--- config.mk ---
export PLATFORM = sky130hd
export DESIGN_NAME = gabor_kernel_coefficient_gen
export DESIGN_NICKNAME = d
export VERILOG_FILES = /design/src/rtl/gkc_pkg.sv /design/src/rtl/gkc_cfg_regs.sv /design/src/rtl/gkc_geom.sv /design/src/rtl/gkc_lut.sv /design/src/rtl/gkc_scale.sv /design/src/rtl/gabor_kernel_coefficient_gen.sv
export VERILOG_INCLUDE_DIRS = /design/src /design/src/rtl
export SDC_FILE = /design/constraint.sdc
export NUM_CORES = 2
export LEC_CHECK = 0
export ABC_CLOCK_PERIOD_IN_PS = 63500
export BUFFER_PORTS_ARGS = -buffer_cell sky130_fd_sc_hd__buf_2
export CORE_MARGIN = 10
export CORE_UTILIZATION = 40
export CTS_BUF_LIST = sky130_fd_sc_hd__clkbuf_4 sky130_fd_sc_hd__clkbuf_8 sky130_fd_sc_hd__clkbuf_16
export CTS_CLUSTER_DIAMETER = 200
export CTS_CLUSTER_SIZE = 40
export DETAILED_ROUTE_END_ITERATION = 8
export MAX_ROUTING_LAYER = met4
export PLACE_DENSITY_LB_ADDON = 0.05
export SLEW_MARGIN = 20
export SYNTH_ARGS = -nofsm -noshare
export SYNTH_HDL_FRONTEND = slang
export SYNTH_SLANG_ARGS = --single-unit
export TNS_END_PERCENT = 30
--- constraint.sdc ---
create_clock -name clk -period 63.5 [get_ports clk]
set_clock_uncertainty 0.15 [all_clocks]
set_input_delay 19.05 -clock clk [delete_from_list [all_inputs] [get_ports clk]]
set_output_delay 19.05 -clock clk [all_outputs]
set_load 0.02 [all_outputs]
--- src/rtl/assert_macros.svh ---
// ----------------------------------------------------------------------------
// Assertion macros
// Clocked assertion wrappers shared by the Gabor coefficient generator RTL.
// ----------------------------------------------------------------------------
`ifndef ASSERT_MACROS_SVH
`define ASSERT_MACROS_SVH

// Check on every rising clk edge, skip while rst is high
`define ASSERT_CLK(lbl, prop, msg) \
  lbl: assert property (@(posedge clk) disable iff (rst) prop) \
    else $error(msg);

// Check on every rising clk edge, reset cycles included
`define ASSERT_CLK_ALWAYS(lbl, prop, msg) \
  lbl: assert property (@(posedge clk) prop) \
    else $error(msg);

`endif

--- src/rtl/gkc_pkg.sv ---
// ----------------------------------------------------------------------------
// gkc_pkg
// Shared types and constants of the Gabor kernel coefficient generator.
// ----------------------------------------------------------------------------
package gkc_pkg;

  // Default sizing, handed to the top level parameters
  localparam int DEF_MAX_HALF_WIDTH  = 63;
  localparam int DEF_COS_TABLE_DEPTH = 256;
  localparam int DEF_EXP_TABLE_DEPTH = 256;

  // Configuration port
  localparam int CFG_INDEX_W = 3;
  localparam int CFG_DATA_W  = 16;

  localparam logic [CFG_INDEX_W-1:0] REG_COS_ORIENT   = 3'd0;
  localparam logic [CFG_INDEX_W-1:0] REG_SIN_ORIENT   = 3'd1;
  localparam logic [CFG_INDEX_W-1:0] REG_SPATIAL_FREQ = 3'd2;
  localparam logic [CFG_INDEX_W-1:0] REG_PHASE_OFFSET = 3'd3;
  localparam logic [CFG_INDEX_W-1:0] REG_INV_TWO_VAR  = 3'd4;
  localparam logic [CFG_INDEX_W-1:0] REG_AMPLITUDE    = 3'd5;
  localparam logic [CFG_INDEX_W-1:0] REG_BACKGROUND   = 3'd6;

  // Register reset values
  localparam logic signed [15:0] RST_COS_ORIENT   = 16'sh7fff;
  localparam logic signed [15:0] RST_SIN_ORIENT   = 16'sh0000;
  localparam logic [15:0]        RST_SPATIAL_FREQ = 16'h2000;
  localparam logic [15:0]        RST_PHASE_OFFSET = 16'h0000;
  localparam logic [15:0]        RST_INV_TWO_VAR  = 16'h2000;
  localparam logic [14:0]        RST_AMPLITUDE    = 15'h0080;
  localparam logic signed [15:0] RST_BACKGROUND   = 16'sh0000;

  // Table entry width (cosine Q0.15 magnitude, envelope Q0.16)
  localparam int TAB_W = 16;

  typedef struct packed {
    logic signed [15:0] cos_orient;
    logic signed [15:0] sin_orient;
    logic [15:0]        spatial_freq;
    logic [15:0]        phase_offset;
    logic [15:0]        inv_two_var;
    logic [14:0]        amplitude;
    logic signed [15:0] background;
  } cfg_t;

  // Control travelling with a table lookup request
  typedef struct packed {
    logic valid;
    logic neg;
    logic env_zero;
  } lut_req_t;

  // Control travelling with looked-up table values
  typedef struct packed {
    logic valid;
    logic neg;
  } tap_ctl_t;

endpackage

--- src/rtl/gkc_cfg_regs.sv ---
// ----------------------------------------------------------------------------
// gkc_cfg_regs
// Configuration register file, written through a plain indexed write port.
// ----------------------------------------------------------------------------
module gkc_cfg_regs (
  input  logic                             clk,
  input  logic                             rst,
  input  logic                             cfg_we,
  input  logic [gkc_pkg::CFG_INDEX_W-1:0]  cfg_index,
  input  logic [gkc_pkg::CFG_DATA_W-1:0]   cfg_wdata,
  output gkc_pkg::cfg_t                    cfg
);

  // Load the addressed register, drop writes to unknown indexes
  always_ff @(posedge clk) begin
    if (rst) begin
      cfg.cos_orient   <= gkc_pkg::RST_COS_ORIENT;
      cfg.sin_orient   <= gkc_pkg::RST_SIN_ORIENT;
      cfg.spatial_freq <= gkc_pkg::RST_SPATIAL_FREQ;
      cfg.phase_offset <= gkc_pkg::RST_PHASE_OFFSET;
      cfg.inv_two_var  <= gkc_pkg::RST_INV_TWO_VAR;
      cfg.amplitude    <= gkc_pkg::RST_AMPLITUDE;
      cfg.background   <= gkc_pkg::RST_BACKGROUND;
    end else if (cfg_we) begin
      unique case (cfg_index)
        gkc_pkg::REG_COS_ORIENT:   cfg.cos_orient   <= signed'(cfg_wdata);
        gkc_pkg::REG_SIN_ORIENT:   cfg.sin_orient   <= signed'(cfg_wdata);
        gkc_pkg::REG_SPATIAL_FREQ: cfg.spatial_freq <= cfg_wdata;
        gkc_pkg::REG_PHASE_OFFSET: cfg.phase_offset <= cfg_wdata;
        gkc_pkg::REG_INV_TWO_VAR:  cfg.inv_two_var  <= cfg_wdata;
        gkc_pkg::REG_AMPLITUDE:    cfg.amplitude    <= cfg_wdata[14:0];
        gkc_pkg::REG_BACKGROUND:   cfg.background   <= signed'(cfg_wdata);
        default: begin
        end
      endcase
    end
  end

endmodule

--- src/rtl/gkc_geom.sv ---
// ----------------------------------------------------------------------------
// gkc_geom
// Front pipeline: clamps the tap offset, forms the carrier phase and the
// envelope argument, and turns both into table addresses (six stages).
// ----------------------------------------------------------------------------
module gkc_geom #(
  parameter int MAX_HALF_WIDTH  = gkc_pkg::DEF_MAX_HALF_WIDTH,
  parameter int COS_TABLE_DEPTH = gkc_pkg::DEF_COS_TABLE_DEPTH,
  parameter int EXP_TABLE_DEPTH = gkc_pkg::DEF_EXP_TABLE_DEPTH,
  localparam int CosAddrW = $clog2(COS_TABLE_DEPTH),
  localparam int ExpAddrW = $clog2(EXP_TABLE_DEPTH)
) (
  input  logic                 clk,
  input  logic                 rst,
  input  logic                 en,
  input  logic                 in_valid,
  input  logic signed [6:0]    x_in,
  input  logic signed [6:0]    y_in,
  input  gkc_pkg::cfg_t        cfg,
  output gkc_pkg::lut_req_t    req,
  output logic [CosAddrW-1:0]  cos_addr,
  output logic [ExpAddrW-1:0]  exp_addr
);

  localparam int CosDepthW = $clog2(COS_TABLE_DEPTH + 1);
  localparam int ExpDepthW = $clog2(EXP_TABLE_DEPTH + 1);
  localparam int CiProdW   = 29 + CosDepthW;
  localparam int EjProdW   = 30 + ExpDepthW;
  localparam int EjW       = EjProdW - 19;
  localparam logic signed [9:0] MaxPos = 10'(MAX_HALF_WIDTH);
  localparam logic signed [9:0] MaxNeg = -10'(MAX_HALF_WIDTH);

  // Stage valid bits
  logic v1, v2, v3, v4, v5;

  // Stage 1: clamp offsets to the half-width
  logic signed [9:0] x_ext, y_ext;
  logic signed [7:0] x_cl, y_cl;
  logic signed [7:0] x1, y1;

  always_comb begin
    x_ext = x_in;
    y_ext = y_in;
    if (x_ext > MaxPos)      x_cl = MaxPos[7:0];
    else if (x_ext < MaxNeg) x_cl = MaxNeg[7:0];
    else                     x_cl = x_ext[7:0];
    if (y_ext > MaxPos)      y_cl = MaxPos[7:0];
    else if (y_ext < MaxNeg) y_cl = MaxNeg[7:0];
    else                     y_cl = y_ext[7:0];
  end

  always_ff @(posedge clk) begin
    if (en) begin
      x1 <= x_cl;
      y1 <= y_cl;
    end
  end

  // Stage 2: projection products and squares
  logic signed [22:0] px_c, py_c, px, py;
  logic signed [15:0] sx_c, sy_c;
  logic [12:0]        sx, sy;

  always_comb begin
    px_c = 23'(x1) * 23'(cfg.cos_orient);
    py_c = 23'(y1) * 23'(cfg.sin_orient);
    sx_c = 16'(x1) * 16'(x1);
    sy_c = 16'(y1) * 16'(y1);
  end

  always_ff @(posedge clk) begin
    if (en) begin
      px <= px_c;
      py <= py_c;
      sx <= sx_c[12:0];
      sy <= sy_c[12:0];
    end
  end

  // Stage 3: projection and squared radius
  logic signed [23:0] proj;
  logic [13:0]        d2;

  always_ff @(posedge clk) begin
    if (en) begin
      proj <= 24'(px) + 24'(py);
      d2   <= 14'(sx) + 14'(sy);
    end
  end

  // Stage 4: scale by frequency and by the inverse variance
  logic signed [30:0] proj_w;
  logic [30:0]        pf_c, pf;
  logic [29:0]        arg_c, arg4, arg5;

  always_comb begin
    proj_w = proj;
    pf_c   = proj_w * {15'd0, cfg.spatial_freq};
    arg_c  = 30'(d2) * 30'(cfg.inv_two_var);
  end

  always_ff @(posedge clk) begin
    if (en) begin
      pf   <= pf_c;
      arg4 <= arg_c;
    end
  end

  // Stage 5: add the phase offset, wrap to one turn
  logic [30:0] turns;

  always_ff @(posedge clk) begin
    if (en) begin
      turns <= pf + {cfg.phase_offset, 15'd0};
      arg5  <= arg4;
    end
  end

  // Stage 6: quadrant fold and table addresses
  logic [CiProdW-1:0]  ci_prod;
  logic [CosAddrW-1:0] ci, cos_addr_c;
  logic [EjProdW-1:0]  ej_prod;
  logic [EjW-1:0]      ej;

  always_comb begin
    ci_prod = CiProdW'(turns[28:0]) * CiProdW'(COS_TABLE_DEPTH);
    ci      = ci_prod[29 +: CosAddrW];
    // odd quadrants read the table mirrored
    if (turns[29]) cos_addr_c = CosAddrW'(COS_TABLE_DEPTH - 1) - ci;
    else           cos_addr_c = ci;
    ej_prod = EjProdW'(arg5) * EjProdW'(EXP_TABLE_DEPTH);
    ej      = ej_prod[EjProdW-1:19];
  end

  // Load the lookup request and its valid bit
  always_ff @(posedge clk) begin
    if (en) begin
      cos_addr     <= cos_addr_c;
      exp_addr     <= ej[ExpAddrW-1:0];
      req.neg      <= turns[30] ^ turns[29];
      req.env_zero <= (ej >= EjW'(EXP_TABLE_DEPTH));
    end
    if (rst) begin
      req.valid <= 1'b0;
    end else if (en) begin
      req.valid <= v5;
    end
  end

  // Advance valid bits with the data
  always_ff @(posedge clk) begin
    if (rst) begin
      v1 <= 1'b0;
      v2 <= 1'b0;
      v3 <= 1'b0;
      v4 <= 1'b0;
      v5 <= 1'b0;
    end else if (en) begin
      v1 <= in_valid;
      v2 <= v1;
      v3 <= v2;
      v4 <= v3;
      v5 <= v4;
    end
  end

endmodule

--- src/rtl/gkc_lut.sv ---
// ----------------------------------------------------------------------------
// gkc_lut
// Quarter-wave cosine table and Gaussian envelope table with registered
// reads. Entries are built at elaboration from fixed-point series.
// ----------------------------------------------------------------------------
`include "assert_macros.svh"

module gkc_lut #(
  parameter int COS_TABLE_DEPTH = gkc_pkg::DEF_COS_TABLE_DEPTH,
  parameter int EXP_TABLE_DEPTH = gkc_pkg::DEF_EXP_TABLE_DEPTH,
  localparam int CosAddrW = $clog2(COS_TABLE_DEPTH),
  localparam int ExpAddrW = $clog2(EXP_TABLE_DEPTH)
) (
  input  logic                           clk,
  input  logic                           rst,
  input  logic                           en,
  input  gkc_pkg::lut_req_t              req,
  input  logic [CosAddrW-1:0]            cos_addr,
  input  logic [ExpAddrW-1:0]            exp_addr,
  output gkc_pkg::tap_ctl_t              tap,
  output logic [gkc_pkg::TAB_W-1:0]      cmag,
  output logic [gkc_pkg::TAB_W-1:0]      env
);

  localparam logic [63:0]        One     = 64'd1 << 30;
  localparam logic signed [63:0] OneS    = 64'sd1073741824;
  localparam logic signed [63:0] HalfS   = 64'sd536870912;
  localparam logic [63:0]        PiQ30   = 64'd3373259426;
  localparam logic signed [63:0] InvEQ30 = 64'sd395007543;
  localparam logic [63:0]        CosThDiv = 64'(4 * COS_TABLE_DEPTH);
  localparam logic [63:0]        ExpUDiv  = 64'(EXP_TABLE_DEPTH);

  // cos(pi/2*(idx+0.5)/depth) scaled to 32767, Taylor series in Q30
  function automatic logic [15:0] cos_entry(input int idx);
    logic [63:0]        th;
    logic [63:0]        th2;
    logic [63:0]        term;
    logic signed [63:0] sum;
    logic signed [63:0] rnd;
    int                 k;
    th   = (PiQ30 * 64'(2 * idx + 1)) / CosThDiv;
    th2  = (th * th) >> 30;
    term = One;
    sum  = OneS;
    for (k = 1; k <= 10; k++) begin
      term = (term * th2) >> 30;
      case (k)
        1:       term = term / 64'd2;
        2:       term = term / 64'd12;
        3:       term = term / 64'd30;
        4:       term = term / 64'd56;
        5:       term = term / 64'd90;
        6:       term = term / 64'd132;
        7:       term = term / 64'd182;
        8:       term = term / 64'd240;
        9:       term = term / 64'd306;
        default: term = term / 64'd380;
      endcase
      if (k[0]) sum = sum - $signed(term);
      else      sum = sum + $signed(term);
    end
    if (sum < 0) sum = 0;
    rnd = (sum * 64'sd32767 + HalfS) >>> 30;
    return rnd[15:0];
  endfunction

  // exp(-8*idx/depth) scaled to 65535: series on the fraction, then 1/e steps
  function automatic logic [15:0] exp_entry(input int idx);
    logic [63:0]        u;
    logic [63:0]        n;
    logic [63:0]        f;
    logic [63:0]        term;
    logic signed [63:0] sum;
    logic signed [63:0] rnd;
    int                 k;
    int                 m;
    u    = (64'(8 * idx) << 30) / ExpUDiv;
    n    = u >> 30;
    f    = u & (One - 64'd1);
    term = One;
    sum  = OneS;
    for (k = 1; k <= 14; k++) begin
      term = (term * f) >> 30;
      case (k)
        2:       term = term / 64'd2;
        3:       term = term / 64'd3;
        4:       term = term / 64'd4;
        5:       term = term / 64'd5;
        6:       term = term / 64'd6;
        7:       term = term / 64'd7;
        8:       term = term / 64'd8;
        9:       term = term / 64'd9;
        10:      term = term / 64'd10;
        11:      term = term / 64'd11;
        12:      term = term / 64'd12;
        13:      term = term / 64'd13;
        14:      term = term / 64'd14;
        default: begin
          // first term divides by one
        end
      endcase
      if (k[0]) sum = sum - $signed(term);
      else      sum = sum + $signed(term);
    end
    if (sum < 0) sum = 0;
    for (m = 0; m < 8; m++) begin
      if (64'(m) < n) sum = (sum * InvEQ30 + HalfS) >>> 30;
    end
    rnd = (sum * 64'sd65535 + HalfS) >>> 30;
    return rnd[15:0];
  endfunction

  // Constant tables
  logic [gkc_pkg::TAB_W-1:0] cos_rom [COS_TABLE_DEPTH];
  logic [gkc_pkg::TAB_W-1:0] exp_rom [EXP_TABLE_DEPTH];

  for (genvar g = 0; g < COS_TABLE_DEPTH; g++) begin : g_cos
    localparam logic [15:0] CosVal = cos_entry(g);
    assign cos_rom[g] = CosVal;
  end

  for (genvar g = 0; g < EXP_TABLE_DEPTH; g++) begin : g_exp
    localparam logic [15:0] ExpVal = exp_entry(g);
    assign exp_rom[g] = ExpVal;
  end

  // Stage 7: registered table reads, envelope forced to zero past the table
  always_ff @(posedge clk) begin
    if (en) begin
      cmag    <= cos_rom[cos_addr];
      env     <= req.env_zero ? '0 : exp_rom[exp_addr];
      tap.neg <= req.neg;
    end
    if (rst) begin
      tap.valid <= 1'b0;
    end else if (en) begin
      tap.valid <= req.valid;
    end
  end

  `ASSERT_CLK(a_env_zero, en && req.valid && req.env_zero |=> env == '0, "envelope not zero past table")

endmodule

--- src/rtl/gkc_scale.sv ---
// ----------------------------------------------------------------------------
// gkc_scale
// Back pipeline: amplitude times cosine times envelope, rounding, background
// offset and 16-bit saturation (four stages).
// ----------------------------------------------------------------------------
module gkc_scale (
  input  logic                        clk,
  input  logic                        rst,
  input  logic                        en,
  input  gkc_pkg::cfg_t               cfg,
  input  gkc_pkg::tap_ctl_t           tap,
  input  logic [gkc_pkg::TAB_W-1:0]   cmag,
  input  logic [gkc_pkg::TAB_W-1:0]   env,
  output logic                        out_valid,
  output logic signed [15:0]          coefficient,
  output logic                        saturated
);

  logic v8, v9, v10;
  logic n8, n9, n10;

  // Stage 8: amplitude times cosine magnitude
  logic [30:0] ac;
  logic [15:0] e8;

  always_ff @(posedge clk) begin
    if (en) begin
      ac <= 31'(cfg.amplitude) * 31'(cmag);
      e8 <= env;
      n8 <= tap.neg;
    end
  end

  // Stage 9: split product with the envelope into two partial products
  logic [31:0] pl;
  logic [30:0] ph;

  always_ff @(posedge clk) begin
    if (en) begin
      pl <= 32'(ac[15:0]) * 32'(e8);
      ph <= 31'(ac[30:16]) * 31'(e8);
      n9 <= n8;
    end
  end

  // Stage 10: combine, round half up on the magnitude, drop 31 fraction bits
  logic [47:0] acc;
  logic [16:0] mag;

  always_comb begin
    acc = {1'b0, ph, 16'd0} + 48'(pl) + (48'd1 << 30);
  end

  always_ff @(posedge clk) begin
    if (en) begin
      mag <= acc[47:31];
      n10 <= n9;
    end
  end

  // Stage 11: apply sign, add background, saturate
  logic signed [18:0] bg_w, mag_w, sum;

  always_comb begin
    bg_w  = cfg.background;
    mag_w = signed'({2'b00, mag});
    sum   = n10 ? (bg_w - mag_w) : (bg_w + mag_w);
  end

  always_ff @(posedge clk) begin
    if (en) begin
      if (sum > 19'sd32767) begin
        coefficient <= 16'sh7fff;
        saturated   <= 1'b1;
      end else if (sum < -19'sd32768) begin
        coefficient <= 16'sh8000;
        saturated   <= 1'b1;
      end else begin
        coefficient <= sum[15:0];
        saturated   <= 1'b0;
      end
    end
  end

  // Advance valid bits with the data
  always_ff @(posedge clk) begin
    if (rst) begin
      v8        <= 1'b0;
      v9        <= 1'b0;
      v10       <= 1'b0;
      out_valid <= 1'b0;
    end else if (en) begin
      v8        <= tap.valid;
      v9        <= v8;
      v10       <= v9;
      out_valid <= v10;
    end
  end

endmodule

--- src/rtl/gabor_kernel_coefficient_gen.sv ---
// ----------------------------------------------------------------------------
// gabor_kernel_coefficient_gen
// Gabor kernel coefficient generator, one coefficient per tap offset.
// ----------------------------------------------------------------------------
// The block takes one tap offset per cycle while s_tready is high and returns
// its coefficient amplitude*cos(carrier phase)*exp(-r^2/(2 var))+background
// from the eleven-stage pipeline, one item per cycle sustained while the output
// is not stalled. The pipeline places a register after every multiplier and
// after the table reads. The whole pipeline advances as one: while a finished
// result waits at the output, the input stalls and nothing moves, so empty
// slots are not squeezed out. The tables are constant logic and need no start-up
// pass; configuration must be written only while idle, which the block does not enforce.
`include "assert_macros.svh"

module gabor_kernel_coefficient_gen #(
  parameter int MAX_HALF_WIDTH  = gkc_pkg::DEF_MAX_HALF_WIDTH,
  parameter int COS_TABLE_DEPTH = gkc_pkg::DEF_COS_TABLE_DEPTH,
  parameter int EXP_TABLE_DEPTH = gkc_pkg::DEF_EXP_TABLE_DEPTH
) (
  input  logic                            clk,
  input  logic                            rst,
  input  logic                            s_tvalid,
  output logic                            s_tready,
  input  logic [15:0]                     s_tdata,   // x_offset[6:0], y_offset[13:7], pad
  output logic                            m_tvalid,
  input  logic                            m_tready,
  output logic [15:0]                     m_tdata,   // coefficient[15:0]
  output logic [0:0]                      m_tuser,   // saturated[0]
  input  logic                            cfg_we,
  input  logic [gkc_pkg::CFG_INDEX_W-1:0] cfg_index,
  input  logic [gkc_pkg::CFG_DATA_W-1:0]  cfg_wdata
);

  localparam int CosAddrW = $clog2(COS_TABLE_DEPTH);
  localparam int ExpAddrW = $clog2(EXP_TABLE_DEPTH);

  gkc_pkg::cfg_t     cfg;
  gkc_pkg::lut_req_t req;
  gkc_pkg::tap_ctl_t tap;
  logic [CosAddrW-1:0]        cos_addr;
  logic [ExpAddrW-1:0]        exp_addr;
  logic [gkc_pkg::TAB_W-1:0]  cmag;
  logic [gkc_pkg::TAB_W-1:0]  env;
  logic signed [15:0]         coefficient;
  logic                       saturated;
  logic                       en;

  // Advance the pipeline unless a result is held at the output
  assign en       = !m_tvalid || m_tready;
  assign s_tready = en;

  gkc_cfg_regs u_cfg (
    .clk       (clk),
    .rst       (rst),
    .cfg_we    (cfg_we),
    .cfg_index (cfg_index),
    .cfg_wdata (cfg_wdata),
    .cfg       (cfg)
  );

  gkc_geom #(
    .MAX_HALF_WIDTH  (MAX_HALF_WIDTH),
    .COS_TABLE_DEPTH (COS_TABLE_DEPTH),
    .EXP_TABLE_DEPTH (EXP_TABLE_DEPTH)
  ) u_geom (
    .clk      (clk),
    .rst      (rst),
    .en       (en),
    .in_valid (s_tvalid),
    .x_in     (signed'(s_tdata[6:0])),
    .y_in     (signed'(s_tdata[13:7])),
    .cfg      (cfg),
    .req      (req),
    .cos_addr (cos_addr),
    .exp_addr (exp_addr)
  );

  gkc_lut #(
    .COS_TABLE_DEPTH (COS_TABLE_DEPTH),
    .EXP_TABLE_DEPTH (EXP_TABLE_DEPTH)
  ) u_lut (
    .clk      (clk),
    .rst      (rst),
    .en       (en),
    .req      (req),
    .cos_addr (cos_addr),
    .exp_addr (exp_addr),
    .tap      (tap),
    .cmag     (cmag),
    .env      (env)
  );

  gkc_scale u_scale (
    .clk         (clk),
    .rst         (rst),
    .en          (en),
    .cfg         (cfg),
    .tap         (tap),
    .cmag        (cmag),
    .env         (env),
    .out_valid   (m_tvalid),
    .coefficient (coefficient),
    .saturated   (saturated)
  );

  assign m_tdata    = coefficient;
  assign m_tuser[0] = saturated;

  `ASSERT_CLK(a_sat_clip, m_tvalid && m_tuser[0] |-> m_tdata == 16'h7fff || m_tdata == 16'h8000, "saturated flag without clipped value")
  `ASSERT_CLK(a_stall_in, m_tvalid && !m_tready |-> !s_tready, "input taken while output held")
  `ASSERT_CLK_ALWAYS(a_rst_empty, rst |=> !m_tvalid, "output valid right after reset")

endmodule

==> results.yml <==
drt:
  first_pass_iters: 8
  met1Wirelength_um: 99100
  route.detailed.drc: 0
  vias_per_cell: 5.23
  dr_total_vias: 58800
  dr.first_iter.drc_count: 3650
  wl_met2_um: 110000
  wl_per_cell_um: 19.9
  antenna_left: 0
  highest_layer: "met4"
  totalWireLength_um: 224000
  wl_met3_um: 9870
clock_tree:
  cts_setup_buffers: 0
  clock_path_buffers: 3
  insertion_delay_ns: 0.68
  post_cts_resized: 0
  cts.sinks: 489
  cts_tree: "done"
  cts_max_level: 1
  postCtsHoldBufs: 0
  cts_root_buf: "clkbuf_16"
  clk_transition_reported_paths_ns: 0.12
  cts_made_buffers: 19
synthesis:
  syn_inst: 8845
  yosys.area_share.adder_pct: 43.2
  yosys_register_bits: 489
  synthSimpleGateAreaFrac_pct: 17.5
  synthFlopType: "edfxtp_1"
  synth_edf_count: 367
  yosys.area.top_type: "fa_1"
  synth_warnings: 0
  ys_top_cells_by_area: "fa_1, edfxtp_1, ha_1"
  synth.net_count: 10900
  synth_xor_area_share_pct: 3.15
  synth.area.mux_share_pct: 0.373
  synth_top_area_share_pct: 31.8
  synth_top_family_by_area: "adder cells"
  async_flop_share_pct: 0
  synth_area_mm2: 0.0794
  syn_avg_cell_area_um2: 8.98
  synth_cell_type_count: 95
  yosysSeqAreaShare_pct: 17.0
  synth_compound_area_share_pct: 9.38
global_route:
  gr-total-overflow: 0
  grt_pass1_vias: 62500
  grtUsageTotal_pct: 21.4
  grt_pass1_wl_um: 362000
  grt_max_degree: 148
  antenna_found_initial: 9
power_and_ir_drop:
  p_leak_nw: 39.4
  ir_worst_vdd_mv: 0.0312
  power.density_mw_per_mm2: 30.1
min_path:
  hold_class: "reg2reg"
  hold_start: "u_geom.arg4[14]$_DFFE_PP_"
die:
  ios: 59
  core_mm2: 0.197
  dieHeight_um: 466
  initial_utilization_pct: 40.2
  die_x_um: 466
  rows: 163
  dieArea_mm2: 0.217
worst_setup_path:
  path_max_fanout: 97
  setup.worst_path.start_class: "input pin"
  critical_path_required_ns: 44.30
  cp.arrival_ns: 20.32
  path_class: "in2out"
  crit_path_start: "m_tready"
  reg2reg_from: "u_scale.e8[6]$_DFFE_PP_"
  endpoint_kind: "primary output"
cells_and_area:
  fin_cells: 11300
  final_nets: 10600
  area.growth.synth_to_final_pct: 4.42
  layout_commonest_cell: "inv_1"
  most-common-layout-cells: "inv_1, fa_1, nand2_1"
  drive_gt1_share_pct: 2.99
  n_fill_cell: 20000
placed_design:
  place.gp.congestion: 0.892
  dp_hpwl_um: 171000
  dp.cells: 11200
  port_buffers: 56
job:
  maxCapViolations: 0
sta:
  totalNegativeSetupSlack_ns: 0
  slew_headroom_pct: 25.8
  tightest_slew_ns: 1.11
  maxSlewViolCount: 0
  min_period_over_period_pct: 62.2
  setup_viol: 0
  hold_violations: 0
  clock.fmax_mhz: 25.3
  rsz0062_at_grt: "false"
  min_period_ns: 39.52
status:
  status: "finished, final reports clean"
Yosys cell counts, types with 13 or more instances:
cell / instances
nand3b_1: 23
nand3_1: 100
xor2_1: 63
ha_1: 727
edfxtp_1: 367
nor4_1: 13
nor2_1: 371
a31oi_1: 45
o221ai_1: 13
and3_1: 23
o21ai_0: 255
a21oi_1: 419
buf_1: 44
clkbuf_1: 385
dfxtp_1: 122
and2_1: 841
nor2b_1: 54
a221oi_1: 13
a211oi_1: 61
xnor2_1: 223
nor3_1: 111
o211ai_1: 47
inv_1: 1554
a21o_1: 46
o22ai_1: 26
o31ai_1: 17
nand2b_1: 67
a311oi_1: 27
o21bai_1: 20
o21a_1: 37
fa_1: 1260
nand2_1: 1232
o311ai_0: 23
critical path: stages:
cell     delay, ns
buf_2         0.07
nor2b_1       0.03
buf_4         0.20
inv_8         0.52
buf_2         0.30
state kept, by name, indices dropped and copies added (netlist names), 14 cells and up:
signal,count
u_geom.pf,16
u_geom.arg4,19
u_geom.py,23
u_geom.px,23
u_cfg.cfg,111
u_geom.arg5,19
u_geom.d2,14
u_scale.mag,17
u_scale.coefficient,16
u_scale.pl,16
u_geom.proj,24
u_scale.e8,16
u_lut.cmag,15
u_scale.ph,31
u_scale.ac,31
u_lut.env,16
power breakdown:
part	internal, mW	switching [mW]
Clock	0.0649	0.123
Combinational	0.624	1.06
Sequential	0.486	0.139
Total	1.18	1.32
layout make-up:
cell class	instances	area, um^2	share of cell area (%)
clock inverter	12	204	0.246
clock buffer	22	498	0.601
inverter	1562	5870	7.08
antenna	4	10.0	0.0121
multi-input combinational	6362	58500	70.5
timing repair buffer	160	1090	1.31
sequential	489	13500	16.2
tap	2640	3300	3.98
metal layers:
metal | GRT usage [%] | vias up
met4 | 4.51 | 0
met3 | 1.95 | 241
met1 | 28.1 | 29900
met5 | - | -
li1 | - | 27400
met2 | 36.3 | 1316
stage by stage:
| step | util, % | area [um^2] | hold slack (ns) | power [mW] | worst slack [ns] |
|---|---|---|---|---|---|
| after CTS | 42.0 | 82900 | 0.286 | 2.51 | 23.98 |
| after global routing | 42.0 | 82900 | 0.293 | 2.74 | 23.90 |
| after floorplan | - | 79400 | 0.250 | 1.78 | 14.87 |
| after global placement | 41.6 | 82200 | 0.251 | 2.31 | 24.00 |
| after detailed placement | 41.6 | 82200 | 0.255 | 2.31 | 23.98 |
| final | 42.0 | 82900 | 0.284 | 2.50 | 23.98 |
cells by family (layout without fill, tap and decap cells):
family	Yosys count	count (layout)
mux	18	18
buf+inv	1994	1756
flops	489	489
xor+xnor	286	286
other cells	0	4
fa+ha+maj	1987	1987
simple gates	2890	2890
compound gates	1181	1181
path summary, 6_finish.rpt:
| kind | to | slack [ns] | cells after the start |
|---|---|---|---|
| setup / recovery | s_tready | 23.98 | 5 |
| hold / removal | u_geom.arg5[14]$_DFFE_PP_ | 0.28 | 0 |
| setup reg to reg | u_scale.ph[28]$_DFFE_PP_ | 55.89 | 25 |
| hold reg to reg | u_geom.arg5[14]$_DFFE_PP_ | 0.28 | 0 |
Note: power is estimated with default switching activity, not from simulation.
